File: config.mk
export PLATFORM = sky130hd
export DESIGN_NAME = co2_window_statistics
export DESIGN_NICKNAME = d
export VERILOG_FILES = /design/src/co2ws_pkg.sv /design/src/co2_window_statistics.sv
export SDC_FILE = /design/constraint.sdc
export NUM_CORES = 2
export LEC_CHECK = 0
export BUFFER_PORTS_ARGS = -buffer_cell sky130_fd_sc_hd__buf_2
export CORE_ASPECT_RATIO = 1.75
export CORE_MARGIN = 2
export CORE_UTILIZATION = 46
export CTS_CLUSTER_DIAMETER = 80
export CTS_CLUSTER_SIZE = 12
export DETAILED_ROUTE_END_ITERATION = 10
export GPL_TIMING_DRIVEN = 1
export PLACE_DENSITY_LB_ADDON = 0.3
export SYNTH_ARGS = -nofsm -noshare
export SYNTH_HDL_FRONTEND = slang
export SYNTH_SLANG_ARGS = --single-unit
File: constraint.sdc
create_clock -name clock -period 8.85 [get_ports clock]
set_clock_uncertainty 0.15 [all_clocks]
set_input_delay 0.885 -clock clock [delete_from_list [all_inputs] [get_ports clock]]
set_output_delay 0.885 -clock clock [all_outputs]
set_load 0.005 [all_outputs]
File: src/co2ws_pkg.sv
package co2ws_pkg;

   // Ring and window geometry
   localparam int RING_DEPTH = 64;
   localparam int WINDOW     = 16;
   localparam int RING_AW    = $clog2(RING_DEPTH);
   localparam int WIN_MOD    = WINDOW % RING_DEPTH;
   localparam int CNT_W      = $clog2(WINDOW + 1);

   // Field widths
   localparam int SAMPLE_W = 16;
   localparam int MIN_W    = 14;
   localparam int MEAN_W   = 16;
   localparam int ROOT_W   = 16;
   localparam int N_W      = 5;

   // Accumulator and arithmetic widths
   localparam int SUM_W   = SAMPLE_W + $clog2(WINDOW);
   localparam int NUM_W   = SUM_W + 1;
   localparam int DEN_W   = N_W + 1;
   localparam int SQ_W    = 2 * SAMPLE_W + $clog2(WINDOW);
   localparam int MUL_W   = ROOT_W + 1;
   localparam int PROD_W  = 2 * MUL_W;
   localparam int CMP_W   = PROD_W + N_W;
   localparam int STEP_W  = $clog2(NUM_W);
   localparam int ROOT_BW = $clog2(ROOT_W);

   localparam logic [MIN_W-1:0] MIN_START = MIN_W'(10000);

   // Request operation codes
   localparam logic OP_RECORD = 1'b0;
   localparam logic OP_QUERY  = 1'b1;

   typedef enum logic [2:0] {
      ST_IDLE,
      ST_SCAN,
      ST_DIVIDE,
      ST_DEV,
      ST_ROOT_SQ,
      ST_ROOT_CMP
   } co2ws_state_type;

endpackage

File: src/co2_window_statistics.sv
// A record request (start high while busy is low) stores one sample in the
// ring and completes in that cycle; it gives no response and busy stays low.
// A query request raises busy while it walks the window
// through the ring's registered read port, runs the bit-serial divide that
// forms the mean, makes a second window walk that squares deviations on the
// shared 17x17 multiplier, and runs the 16-bit square root search (ST_ROOT_SQ
// then ST_ROOT_CMP for each bit, on the same multiplier). An empty window skips the divide,
// deviation and root and answers after the first walk. The response appears on
// the rsp_ ports for exactly one cycle, marked by rsp_valid; the receiver
// cannot stall it, so it must capture the response in that cycle. Ring
// entries read as zero until first written, right after reset.
module co2_window_statistics (
   input  logic                            clock,
   input  logic                            reset,
   input  logic                            start,
   output logic                            busy,
   input  logic                            req_operation,
   input  logic [co2ws_pkg::SAMPLE_W-1:0]  req_co2_sample,
   output logic                            rsp_valid,
   output logic [co2ws_pkg::MIN_W-1:0]     rsp_min_ppm,
   output logic [co2ws_pkg::SAMPLE_W-1:0]  rsp_max_ppm,
   output logic [co2ws_pkg::MEAN_W-1:0]    rsp_mean_ppm,
   output logic [co2ws_pkg::ROOT_W-1:0]    rsp_deviation_ppm,
   output logic [co2ws_pkg::N_W-1:0]       rsp_valid_count,
   output logic                            rsp_no_samples
);
   import co2ws_pkg::*;

   co2ws_state_type state_ff, state_in;

   logic [SAMPLE_W-1:0]   ring_mem [RING_DEPTH];
   logic [RING_DEPTH-1:0] ring_ok_ff, ring_ok_in;
   logic [RING_AW-1:0]    wr_idx_ff, wr_idx_in;
   logic [RING_AW-1:0]    addr_ff, addr_in;
   logic [CNT_W-1:0]      cnt_ff, cnt_in;
   logic                  rd_tag_ff, rd_tag_in;
   logic                  rd_ok_ff, rd_ok_in;
   logic [SAMPLE_W-1:0]   rd_data_ff;
   logic [PROD_W-1:0]     prod_ff, prod_in;
   logic                  prod_tag_ff, prod_tag_in;
   logic [MIN_W-1:0]      min_ff, min_in;
   logic [SAMPLE_W-1:0]   max_ff, max_in;
   logic [SUM_W-1:0]      sum_ff, sum_in;
   logic [N_W-1:0]        n_ff, n_in;
   logic [NUM_W-1:0]      num_ff, num_in;
   logic [N_W-1:0]        rem_ff, rem_in;
   logic [SQ_W-1:0]       sq_ff, sq_in;
   logic [ROOT_W-1:0]     root_ff, root_in;
   logic [STEP_W-1:0]     step_ff, step_in;

   logic                  rsp_valid_ff, rsp_valid_in;
   logic [MIN_W-1:0]      rsp_min_ff, rsp_min_in;
   logic [SAMPLE_W-1:0]   rsp_max_ff, rsp_max_in;
   logic [MEAN_W-1:0]     rsp_mean_ff, rsp_mean_in;
   logic [ROOT_W-1:0]     rsp_dev_ff, rsp_dev_in;
   logic [N_W-1:0]        rsp_count_ff, rsp_count_in;
   logic                  rsp_empty_ff, rsp_empty_in;

   logic                  accept;
   logic                  rec_wr;
   logic                  rd_en;
   logic [RING_AW-1:0]    win_start;
   logic [SAMPLE_W-1:0]   sample_v;
   logic                  hit;
   logic [MEAN_W-1:0]     mean_w;
   logic [SAMPLE_W-1:0]   diff;
   logic [ROOT_W-1:0]     cand;
   logic [MUL_W-1:0]      mul_a;
   logic [DEN_W-1:0]      den;
   logic [DEN_W-1:0]      shifted;
   logic                  div_ge;
   logic [CMP_W-1:0]      cmp_lhs;
   logic [CMP_W-1:0]      cmp_rhs;
   logic                  root_keep;
   logic                  walk_done;

   // Decode request handshake
   assign accept    = start && !busy;
   assign rec_wr    = accept && (req_operation == OP_RECORD);
   assign win_start = wr_idx_ff - RING_AW'(WIN_MOD);
   assign rd_en     = ((state_ff == ST_SCAN) || (state_ff == ST_DEV))
                      && (cnt_ff != CNT_W'(WINDOW));
   assign walk_done = (cnt_ff == CNT_W'(WINDOW)) && !rd_tag_ff && !prod_tag_ff;

   // Sample from the read port; unwritten entries read as zero
   assign sample_v = rd_ok_ff ? rd_data_ff : '0;
   assign hit      = rd_tag_ff && (sample_v != '0);

   // Absolute deviation from the rounded mean
   assign mean_w = num_ff[MEAN_W-1:0];
   assign diff   = (sample_v >= mean_w) ? (sample_v - mean_w) : (mean_w - sample_v);

   // Root candidate and shared multiplier
   assign cand    = root_ff | (ROOT_W'(1) << step_ff[ROOT_BW-1:0]);
   assign mul_a   = (state_ff == ST_DEV) ? {1'b0, diff} : ({cand, 1'b0} - MUL_W'(1));
   assign prod_in = PROD_W'(mul_a) * PROD_W'(mul_a);

   // Divide step: one quotient bit per cycle
   assign den     = {n_ff, 1'b0};
   assign shifted = {rem_ff, num_ff[NUM_W-1]};
   assign div_ge  = (shifted >= den);

   // Root test: (2c-1)^2 * n <= 4S
   assign cmp_lhs   = CMP_W'(prod_ff) * CMP_W'(n_ff);
   assign cmp_rhs   = CMP_W'({sq_ff, 2'b00});
   assign root_keep = (cmp_lhs <= cmp_rhs);

   // Sequence the query and update the datapath
   always_comb begin
      state_in     = state_ff;
      ring_ok_in   = ring_ok_ff;
      wr_idx_in    = wr_idx_ff;
      addr_in      = addr_ff;
      cnt_in       = cnt_ff;
      rd_tag_in    = rd_en;
      rd_ok_in     = rd_en && ring_ok_ff[addr_ff];
      prod_tag_in  = (state_ff == ST_DEV) && hit;
      min_in       = min_ff;
      max_in       = max_ff;
      sum_in       = sum_ff;
      n_in         = n_ff;
      num_in       = num_ff;
      rem_in       = rem_ff;
      sq_in        = sq_ff;
      root_in      = root_ff;
      step_in      = step_ff;
      rsp_valid_in = 1'b0;
      rsp_min_in   = rsp_min_ff;
      rsp_max_in   = rsp_max_ff;
      rsp_mean_in  = rsp_mean_ff;
      rsp_dev_in   = rsp_dev_ff;
      rsp_count_in = rsp_count_ff;
      rsp_empty_in = rsp_empty_ff;

      if (rd_en) begin
         addr_in = addr_ff + RING_AW'(1);
         cnt_in  = cnt_ff + CNT_W'(1);
      end

      unique case (state_ff)
         ST_IDLE: begin
            if (rec_wr) begin
               ring_ok_in[wr_idx_ff] = 1'b1;
               wr_idx_in             = wr_idx_ff + RING_AW'(1);
            end else if (accept) begin
               state_in = ST_SCAN;
               addr_in  = win_start;
               cnt_in   = '0;
               min_in   = MIN_START;
               max_in   = '0;
               sum_in   = '0;
               n_in     = '0;
            end
         end
         ST_SCAN: begin
            // Accumulate min, max, sum and count
            if (hit) begin
               if (sample_v < SAMPLE_W'(min_ff)) begin
                  min_in = sample_v[MIN_W-1:0];
               end
               if (sample_v > max_ff) begin
                  max_in = sample_v;
               end
               sum_in = sum_ff + SUM_W'(sample_v);
               n_in   = n_ff + N_W'(1);
            end
            if (walk_done) begin
               if (n_ff == '0) begin
                  state_in     = ST_IDLE;
                  rsp_valid_in = 1'b1;
                  rsp_min_in   = min_ff;
                  rsp_max_in   = max_ff;
                  rsp_mean_in  = '0;
                  rsp_dev_in   = '0;
                  rsp_count_in = '0;
                  rsp_empty_in = 1'b1;
               end else begin
                  state_in = ST_DIVIDE;
                  num_in   = {sum_ff, 1'b0} + NUM_W'(n_ff);
                  rem_in   = '0;
                  step_in  = STEP_W'(NUM_W - 1);
               end
            end
         end
         ST_DIVIDE: begin
            // Shift in one quotient bit
            num_in = {num_ff[NUM_W-2:0], div_ge};
            rem_in = div_ge ? N_W'(shifted - den) : shifted[N_W-1:0];
            if (step_ff == '0) begin
               state_in = ST_DEV;
               addr_in  = win_start;
               cnt_in   = '0;
               sq_in    = '0;
            end else begin
               step_in = step_ff - STEP_W'(1);
            end
         end
         ST_DEV: begin
            // Accumulate squared deviations
            if (prod_tag_ff) begin
               sq_in = sq_ff + SQ_W'(prod_ff);
            end
            if (walk_done) begin
               state_in = ST_ROOT_SQ;
               root_in  = '0;
               step_in  = STEP_W'(ROOT_W - 1);
            end
         end
         ST_ROOT_SQ: begin
            state_in = ST_ROOT_CMP;
         end
         ST_ROOT_CMP: begin
            // Keep the candidate bit if its test passes
            if (root_keep) begin
               root_in = cand;
            end
            if (step_ff[ROOT_BW-1:0] == '0) begin
               state_in     = ST_IDLE;
               rsp_valid_in = 1'b1;
               rsp_min_in   = min_ff;
               rsp_max_in   = max_ff;
               rsp_mean_in  = mean_w;
               rsp_dev_in   = root_keep ? cand : root_ff;
               rsp_count_in = n_ff;
               rsp_empty_in = 1'b0;
            end else begin
               state_in = ST_ROOT_SQ;
               step_in  = step_ff - STEP_W'(1);
            end
         end
         default: begin
            state_in = ST_IDLE;
         end
      endcase
   end

   // Hold the state register
   always_ff @(posedge clock) begin
      if (reset) begin
         state_ff <= ST_IDLE;
      end else begin
         state_ff <= state_in;
      end
   end

   // Control registers
   always_ff @(posedge clock) begin
      if (reset) begin
         ring_ok_ff   <= '0;
         wr_idx_ff    <= '0;
         cnt_ff       <= '0;
         rd_tag_ff    <= 1'b0;
         rd_ok_ff     <= 1'b0;
         prod_tag_ff  <= 1'b0;
         rsp_valid_ff <= 1'b0;
      end else begin
         ring_ok_ff   <= ring_ok_in;
         wr_idx_ff    <= wr_idx_in;
         cnt_ff       <= cnt_in;
         rd_tag_ff    <= rd_tag_in;
         rd_ok_ff     <= rd_ok_in;
         prod_tag_ff  <= prod_tag_in;
         rsp_valid_ff <= rsp_valid_in;
      end
   end

   // Datapath registers
   always_ff @(posedge clock) begin
      addr_ff      <= addr_in;
      prod_ff      <= prod_in;
      min_ff       <= min_in;
      max_ff       <= max_in;
      sum_ff       <= sum_in;
      n_ff         <= n_in;
      num_ff       <= num_in;
      rem_ff       <= rem_in;
      sq_ff        <= sq_in;
      root_ff      <= root_in;
      step_ff      <= step_in;
      rsp_min_ff   <= rsp_min_in;
      rsp_max_ff   <= rsp_max_in;
      rsp_mean_ff  <= rsp_mean_in;
      rsp_dev_ff   <= rsp_dev_in;
      rsp_count_ff <= rsp_count_in;
      rsp_empty_ff <= rsp_empty_in;
   end

   // Sample ring: one write port, one registered read port
   always_ff @(posedge clock) begin
      if (rec_wr) begin
         ring_mem[wr_idx_ff] <= req_co2_sample;
      end
      if (rd_en) begin
         rd_data_ff <= ring_mem[addr_ff];
      end
   end

   assign busy              = (state_ff != ST_IDLE);
   assign rsp_valid         = rsp_valid_ff;
   assign rsp_min_ppm       = rsp_min_ff;
   assign rsp_max_ppm       = rsp_max_ff;
   assign rsp_mean_ppm      = rsp_mean_ff;
   assign rsp_deviation_ppm = rsp_dev_ff;
   assign rsp_valid_count   = rsp_count_ff;
   assign rsp_no_samples    = rsp_empty_ff;

endmodule
## Word-level counts from Yosys, hierarchy flattened

Memory sizes are Yosys's and may differ from the RTL's. A register that Yosys moved wholly into a read port is not among the register bits.
Cells that the tools add are included.

| storage, ports and cells | value |
|---|---|
| memories kept | 1 |
| input port bits | 20 |
| output and inout port bits | 70 |
| memory bits (writable) | 1024 |
| flip-flop bits (word level) | 328 |

| cells by class | value |
|---|---|
| reduce and logical (&&, ||, !) cells | 35 |
| multiply operators | 2 |
| multiplexer cells | 90 |
| order comparisons | 8 |
| shift operators | 1 |
| $add $sub $neg | 13 |
| bitwise operators | 3 |
| eq/ne operators | 21 |

Memories:

| name | depth | width | rd ports | clocked after Yosys merged registers in | write ports | RTL line | RTL |
|---|---|---|---|---|---|---|---|
| ring_mem | 64 | 16 | 1 | 1 | 1 | co2_window_statistics.sv:31 | `logic [SAMPLE_W-1:0] ring_mem [RING_DEPTH];` |

Operator list:

| operator | count |
|---|---|
| 16-bit 2-to-1 mux | 15 |
| 16-bit one-hot mux with 2 select lines | 5 |
| 14-bit 2-to-1 mux | 7 |
| 5-bit 2-to-1 mux | 18 |
| 36-bit 2-to-1 mux | 2 |
| 36-bit one-hot mux with 2 select lines | 1 |
| 64-bit OR | 1 |
| 20-bit 2-to-1 mux | 3 |
| 14-bit one-hot mux with 2 select lines | 2 |
| 21-bit 2-to-1 mux | 2 |
| 21-bit one-hot mux with 2 select lines | 1 |
| 20-bit one-hot mux with 2 select lines | 1 |
| 5-bit one-hot mux with 2 select lines | 4 |
| 39-bit by 38-bit <= comparator with 1-bit output | 1 |
| 34-bit by 5-bit multiplier with 39-bit output | 1 |
| 36-bit by 34-bit adder with 36-bit output | 1 |
| 17-bit by 17-bit multiplier with 34-bit output | 1 |
| 16-bit subtractor | 2 |
| 6-bit 2-to-1 mux | 4 |
| 2-bit != test, second input constant | 11 |
| 21-bit by 5-bit adder with 21-bit output | 1 |
| 20-bit by 16-bit adder with 20-bit output | 1 |
| 5-bit one-hot mux with 4 select lines | 1 |
| 3-bit 2-to-1 mux | 6 |
| other kinds (44) | 81 |

## Logic depth before layout (Yosys ltp)

| logic depth | value |
|---|---|
| word-level depth | 7 |
| gate-level depth with buffers | 44 |
| gate-level depth less buffers | 39 |

## Least setup slack after synthesis

Ideal clock, no wire load.

| path | value |
|---|---|
| path type | reg-to-reg |
| start point | reg rd_ok_ff |
| end point | reg prod_ff[31] |
| library setup time | 0.122 ns |
| path buffers | 4 |
| arrival time | 8.698 ns |
| stages on the path, launching flop included | 40 |
| setup slack | -0.120 ns |
| cell sequence | dfxtp_1 -> buf_2 -> buf_1 -> nand2_1 -> ha_1 -> ha_1 -> o211a_1 -> o21ai_1 -> a21o_2 -> a21oi_4 -> a21o_1 -> buf_6 -> mux2_4 -> a31oi_1 -> xnor2_1 -> mux2_2 -> buf_2 -> nand2_1 -> [... 4 more ...] -> fa_1 -> inv_1 -> fa_1 -> fa_1 -> inv_1 -> fa_1 -> inv_1 -> ha_1 -> or3_1 -> or2_2 -> nand4_1 -> o21ai_0 -> o21ai_0 -> a31oi_1 -> and2_1 -> o21ai_0 -> nand2b_1 -> xor2_1 |

| between the ends | value |
|---|---|
| word-level cells in the longest chain between the ends | 5 |

RTL lines:

| item | RTL line | RTL |
|---|---|---|
| start: declaration | co2_window_statistics.sv:37 | `logic rd_ok_ff, rd_ok_in;` |
| start signal: assignment | co2_window_statistics.sv:261 | `rd_ok_ff <= rd_ok_in;` |
| 16-bit 2-to-1 mux * | co2_window_statistics.sv:86 | `assign sample_v = rd_ok_ff ? rd_data_ff : '0;` |
| 16-bit subtractor or 16-bit >= comparator (tied branches) | co2_window_statistics.sv:91 | `assign diff = (sample_v >= mean_w) ? (sample_v - mean_w) : (mean_w - sample_v);` |
| 16-bit 2-to-1 mux * | co2_window_statistics.sv:91 |  |
| 17-bit 2-to-1 mux * | co2_window_statistics.sv:95 | `assign mul_a = (state_ff == ST_DEV) ? {1'b0, diff} : ({cand, 1'b0} - MUL_W'(1));` |
| 17-bit by 17-bit multiplier with 34-bit output * | co2_window_statistics.sv:96 | `assign prod_in = PROD_W'(mul_a) * PROD_W'(mul_a);` |
| net prod_in[31] | co2_window_statistics.sv:39 | `logic [PROD_W-1:0] prod_ff, prod_in;` |
| end signal: assignment | co2_window_statistics.sv:270 | `prod_ff <= prod_in;` |
| end: declaration | co2_window_statistics.sv:39 |  |

The timed path passes the listed nets; every way through them passes the cells marked *.
A chain may end at the register's enable or synchronous reset.

## Final worst setup path

| path | value |
|---|---|
| start point | reg rd_ok_ff |
| end point | reg prod_ff[32] |

| between the ends | value |
|---|---|
| word-level cells in the longest chain between the ends | 5 |

RTL lines:

| item | RTL line | RTL |
|---|---|---|
| 16-bit 2-to-1 mux * | co2_window_statistics.sv:86 |  |
| net sample_v[0] | co2_window_statistics.sv:63 | `logic [SAMPLE_W-1:0] sample_v;` |
| 16-bit subtractor or 16-bit >= comparator (tied branches) | co2_window_statistics.sv:91 |  |
| 16-bit 2-to-1 mux * | co2_window_statistics.sv:91 |  |
| 17-bit 2-to-1 mux * | co2_window_statistics.sv:95 |  |
| 17-bit by 17-bit multiplier with 34-bit output * | co2_window_statistics.sv:96 |  |
| net prod_in[32] | co2_window_statistics.sv:39 |  |

Marks and branches as above.

==> run_results.csv <==
group,metric,value,unit
clock_tree,clock-sinks,1367,
logic_synthesis,ys_seq_elements,1367,
setup_path,slowest_delay,0.58,ns
layout,postLayoutCellArea,81000,um2
routing,wl_met2,104000,um
logic_synthesis,synth_seq_area_share,0.558,
sta,relSlewSlack,0.148,
clock_tree,cts.clk_slew.worst_paths,0.06,ns
routing,wl_met3,7290,um
die,core,154000,um2
sta,setup_tns,0,ns
power_and_ir_drop,p_switching,4100,uW
power_and_ir_drop,p_int,11100,uW
logic_synthesis,syn_avg_cell_area,13.2,um2
grt,antenna_found_initial,7,
logic_synthesis,synth_area,71300,um2
job,cap_violations,0,
routing,topRoutingLayerUsed,"met5",
sta,hold_viol,0,
sta,rsz0062_at_grt,"true",
clock_tree,cts_buffers,132,
die,die_w,302,um
routing,drt_drc_violations_left,0,
setup_path,crit_top_cell,"fa_1",
power_and_ir_drop,power.density,187,nW/um2
sta,fmax,117,MHz
setup_path,cp_slowest_cell,"fa_2",
logic_synthesis,synth_flop_cell,"edfxtp_1",
clock_tree,clock_latency,0.77,ns
routing,vias_per_cell,5.61,
place,numPortBuffers,89,
setup_path,cp.arrival,9.07,ns
place,gp_congestion,0.932,
routing,dr.pass1.iters,6,
layout,final_cells,7880,
sta,setup_violations,0,
power_and_ir_drop,pwr-share-clk,0.349,
die,io_pins,90,
power_and_ir_drop,max-vdd-ir-drop,0.227,mV
clock_tree,cts_tree,"built",
min_path,min_path_type,"reg2reg",
sta,fin_crit,8.58,ns
die,initial_core_util,0.462,
grt,grt.total_usage,0.240,
routing,wl_per_cell,24.1,um
routing,wl_met1,66700,um
logic_synthesis,syn_inst,5406,
setup_path,crit_path_start_kind,"register",
sta,worst_slew_pin_slew,1.28,ns
grt,grt_pass1_vias,46500,
grt,grt-ovfl-total,0,
logic_synthesis,async_flop_share,0,
logic_synthesis,ys.warnings.count,0,
sta,post-route-period-util,0.970,
layout,num-fill-cells,13000,
clock_tree,clockBufferDepth,3,
logic_synthesis,synthDistinctLibCells,91,
grt,grt_pass1_wl,285000,um
die,die-area,158000,um2
run_status,status,"complete, no violations",
place,place_area,76300,um2
clock_tree,cts.htree.levels,4,
die,die_y,525,um
routing,final_antenna_net_count,0,
layout,post-route-util,0.525,
place,post-dp-hpwl,135000,um
layout,drive_gt1_frac,0.174,
routing,via_count,44200,
setup_path,worstPathMaxFanout,4,
layout,syn2layout_area_growth,13.6,%
grt,grt_max_degree,105,
power_and_ir_drop,switching_share,0.271,
power_and_ir_drop,comb_power_share,0.177,
power_and_ir_drop,sequentialPowerShare,0.474,
routing,drt-total-wl,190000,um
power_and_ir_drop,p_leak,0.0307,uW
layout,nets,6389,
clock_tree,holdBufCountCts,0,
sta,holdWs,0.299,ns
setup_path,criticalPathCategory,"reg2reg",
die,rows,191,
sta,slew_viol_final,0,
routing,drtIter0Drc,3368,
place,dp.cells,7648,
setup_path,end_kind,"register",
setup_path,crit_required,9.33,ns
logic_synthesis,synth_edf_count,1246,
clock_tree,root_buffer,"clkbuf_16",
-- per-layer routing --
| layer | up-vias | track usage |
|---|---|---|
| met4 | 4 | 0.133 |
| met3 | 454 | 0.0296 |
| met1 | 22300 | 0.254 |
| li1 | 20200 | - |
| met2 | 1244 | 0.455 |
| met5 | - | 0 |
-- logic make-up after synthesis --
family	after synthesis	synth area share
fa+ha+maj	598	0.135
other cells	1	0.0000526
mux	449	0.0914
xor+xnor	184	0.0226
buf+inv	696	0.0376
compound gates	884	0.0782
simple gates	1227	0.0768
flops	1367	0.558
-- synthesized netlist by cell type (9+ instances only) --
cell,instances,share of area
o221ai_1,71,0.0087
nor2b_1,32,0.0028
nand4_1,26,0.0023
o21ai_0,171,0.012
xnor2_1,112,0.014
o21bai_1,9,0.00095
edfxtp_1,1246,0.52
fa_1,286,0.080
mux2_2,73,0.012
and3_1,30,0.0026
a21o_1,103,0.011
inv_1,458,0.024
buf_1,37,0.0019
dfxtp_1,121,0.034
a211oi_1,20,0.0021
a31oi_1,17,0.0015
nor3_1,39,0.0027
mux2i_1,220,0.031
or2_2,9,0.00079
clkbuf_1,151,0.0079
nand3_1,33,0.0023
mux4_2,152,0.048
a21boi_0,9,0.00095
o22ai_1,74,0.0065
nand2b_1,29,0.0025
or3_1,11,0.00096
nand2_1,395,0.021
o21a_1,31,0.0033
buf_2,34,0.0024
xor2_1,72,0.0088
nor2_1,475,0.025
ha_1,312,0.055
a21oi_1,288,0.020
and2_1,108,0.0095
inv_2,10,0.00053
-- registers in the layout (all words and copies together) (netlist names), 20 cells and up --
signal	flops
num_ff	21
prod_ff	33
ring_mem	1024
ring_ok_ff	64
sq_ff	36
sum_ff	20
-- cell usage in the layout (no fill, tap or decap), drive strengths merged, types with 26 or more instances in the layout --
| cell type | count |
|---|---|
| mux4 | 152 |
| and2 | 108 |
| nand3 | 33 |
| edfxtp | 1246 |
| clkbuf | 200 |
| dfxtp | 121 |
| nand4 | 26 |
| nor3 | 40 |
| nor2b | 32 |
| fa | 286 |
| a21o | 104 |
| o221ai | 71 |
| o22ai | 74 |
| nor2 | 478 |
| xnor2 | 112 |
| a21oi | 293 |
| o21a | 31 |
| nand2b | 29 |
| ha | 312 |
| inv | 472 |
| and3 | 30 |
| nand2 | 396 |
| buf | 456 |
| mux2i | 223 |
| xor2 | 72 |
| o21ai | 181 |
| mux2 | 74 |
-- power groups by stage --
stage                     sequential [uW]  combinational, uW  clock [uW]
after floorplan                      7230               1860           0
after global placement               7330               2670           0
after detailed placement             7330               2700           0
after CTS                            7190               2710        5400
after global routing                 7190               2830        5620
final                                7190               2680        5290
-- cell type report --
type | instances | area [um2] | share of cell area
repair buffers | 456 | 3380 | 0.0417
diodes | 2 | 5.00 | 0.0000618
clock inverters | 15 | 318 | 0.00392
clock buffers | 200 | 3610 | 0.0446
well taps | 2026 | 2530 | 0.0313
multi-input cells | 3344 | 29600 | 0.365
flip-flops and latches | 1367 | 39900 | 0.492
inverters | 470 | 1770 | 0.0219
-- what timing repair did --
| item | CTS | global route |
|---|---|---|
| gates cloned | 0 | 0 |
| pin swaps | 1 | 63 |
| gates resized for setup | 5 | 155 |
| endpoints found under the setup margin | 3 | 13 |
| buffers inserted | 0 | 17 |
-- stage by stage --
stage | power (uW) | setup WS, ns
2_1_floorplan | 9090 | 0.117
3_3_place_gp | 10000 | -0.0107
3_5_place_dp | 10000 | -0.0765
4_1_cts | 15300 | 0.00234
5_1_grt | 15600 | -0.0876
6_report | 15200 | 0.267
-- worst paths after layout --
check,start,to,slack (ns),depth (start not counted)
worst max-delay path,rd_ok_ff,prod_ff[32],0.27,37
worst min-delay path,min_ff[1],rsp_min_ppm[1],0.30,0
worst max register to register,rd_ok_ff,prod_ff[32],0.27,37
worst min register to register,min_ff[1],rsp_min_ppm[1],0.30,0
-- worst max-delay path: cells and delay by family (launching register included) --
family          cells  cell delay [ns]
fa+ha+maj           9             3.76
flops               1             0.38
buf+inv             9             0.72
simple gates        6             0.55
mux                 2             0.43
xor+xnor            1             0.31
compound gates     10             2.15
(Power assumes the default switching activity.)
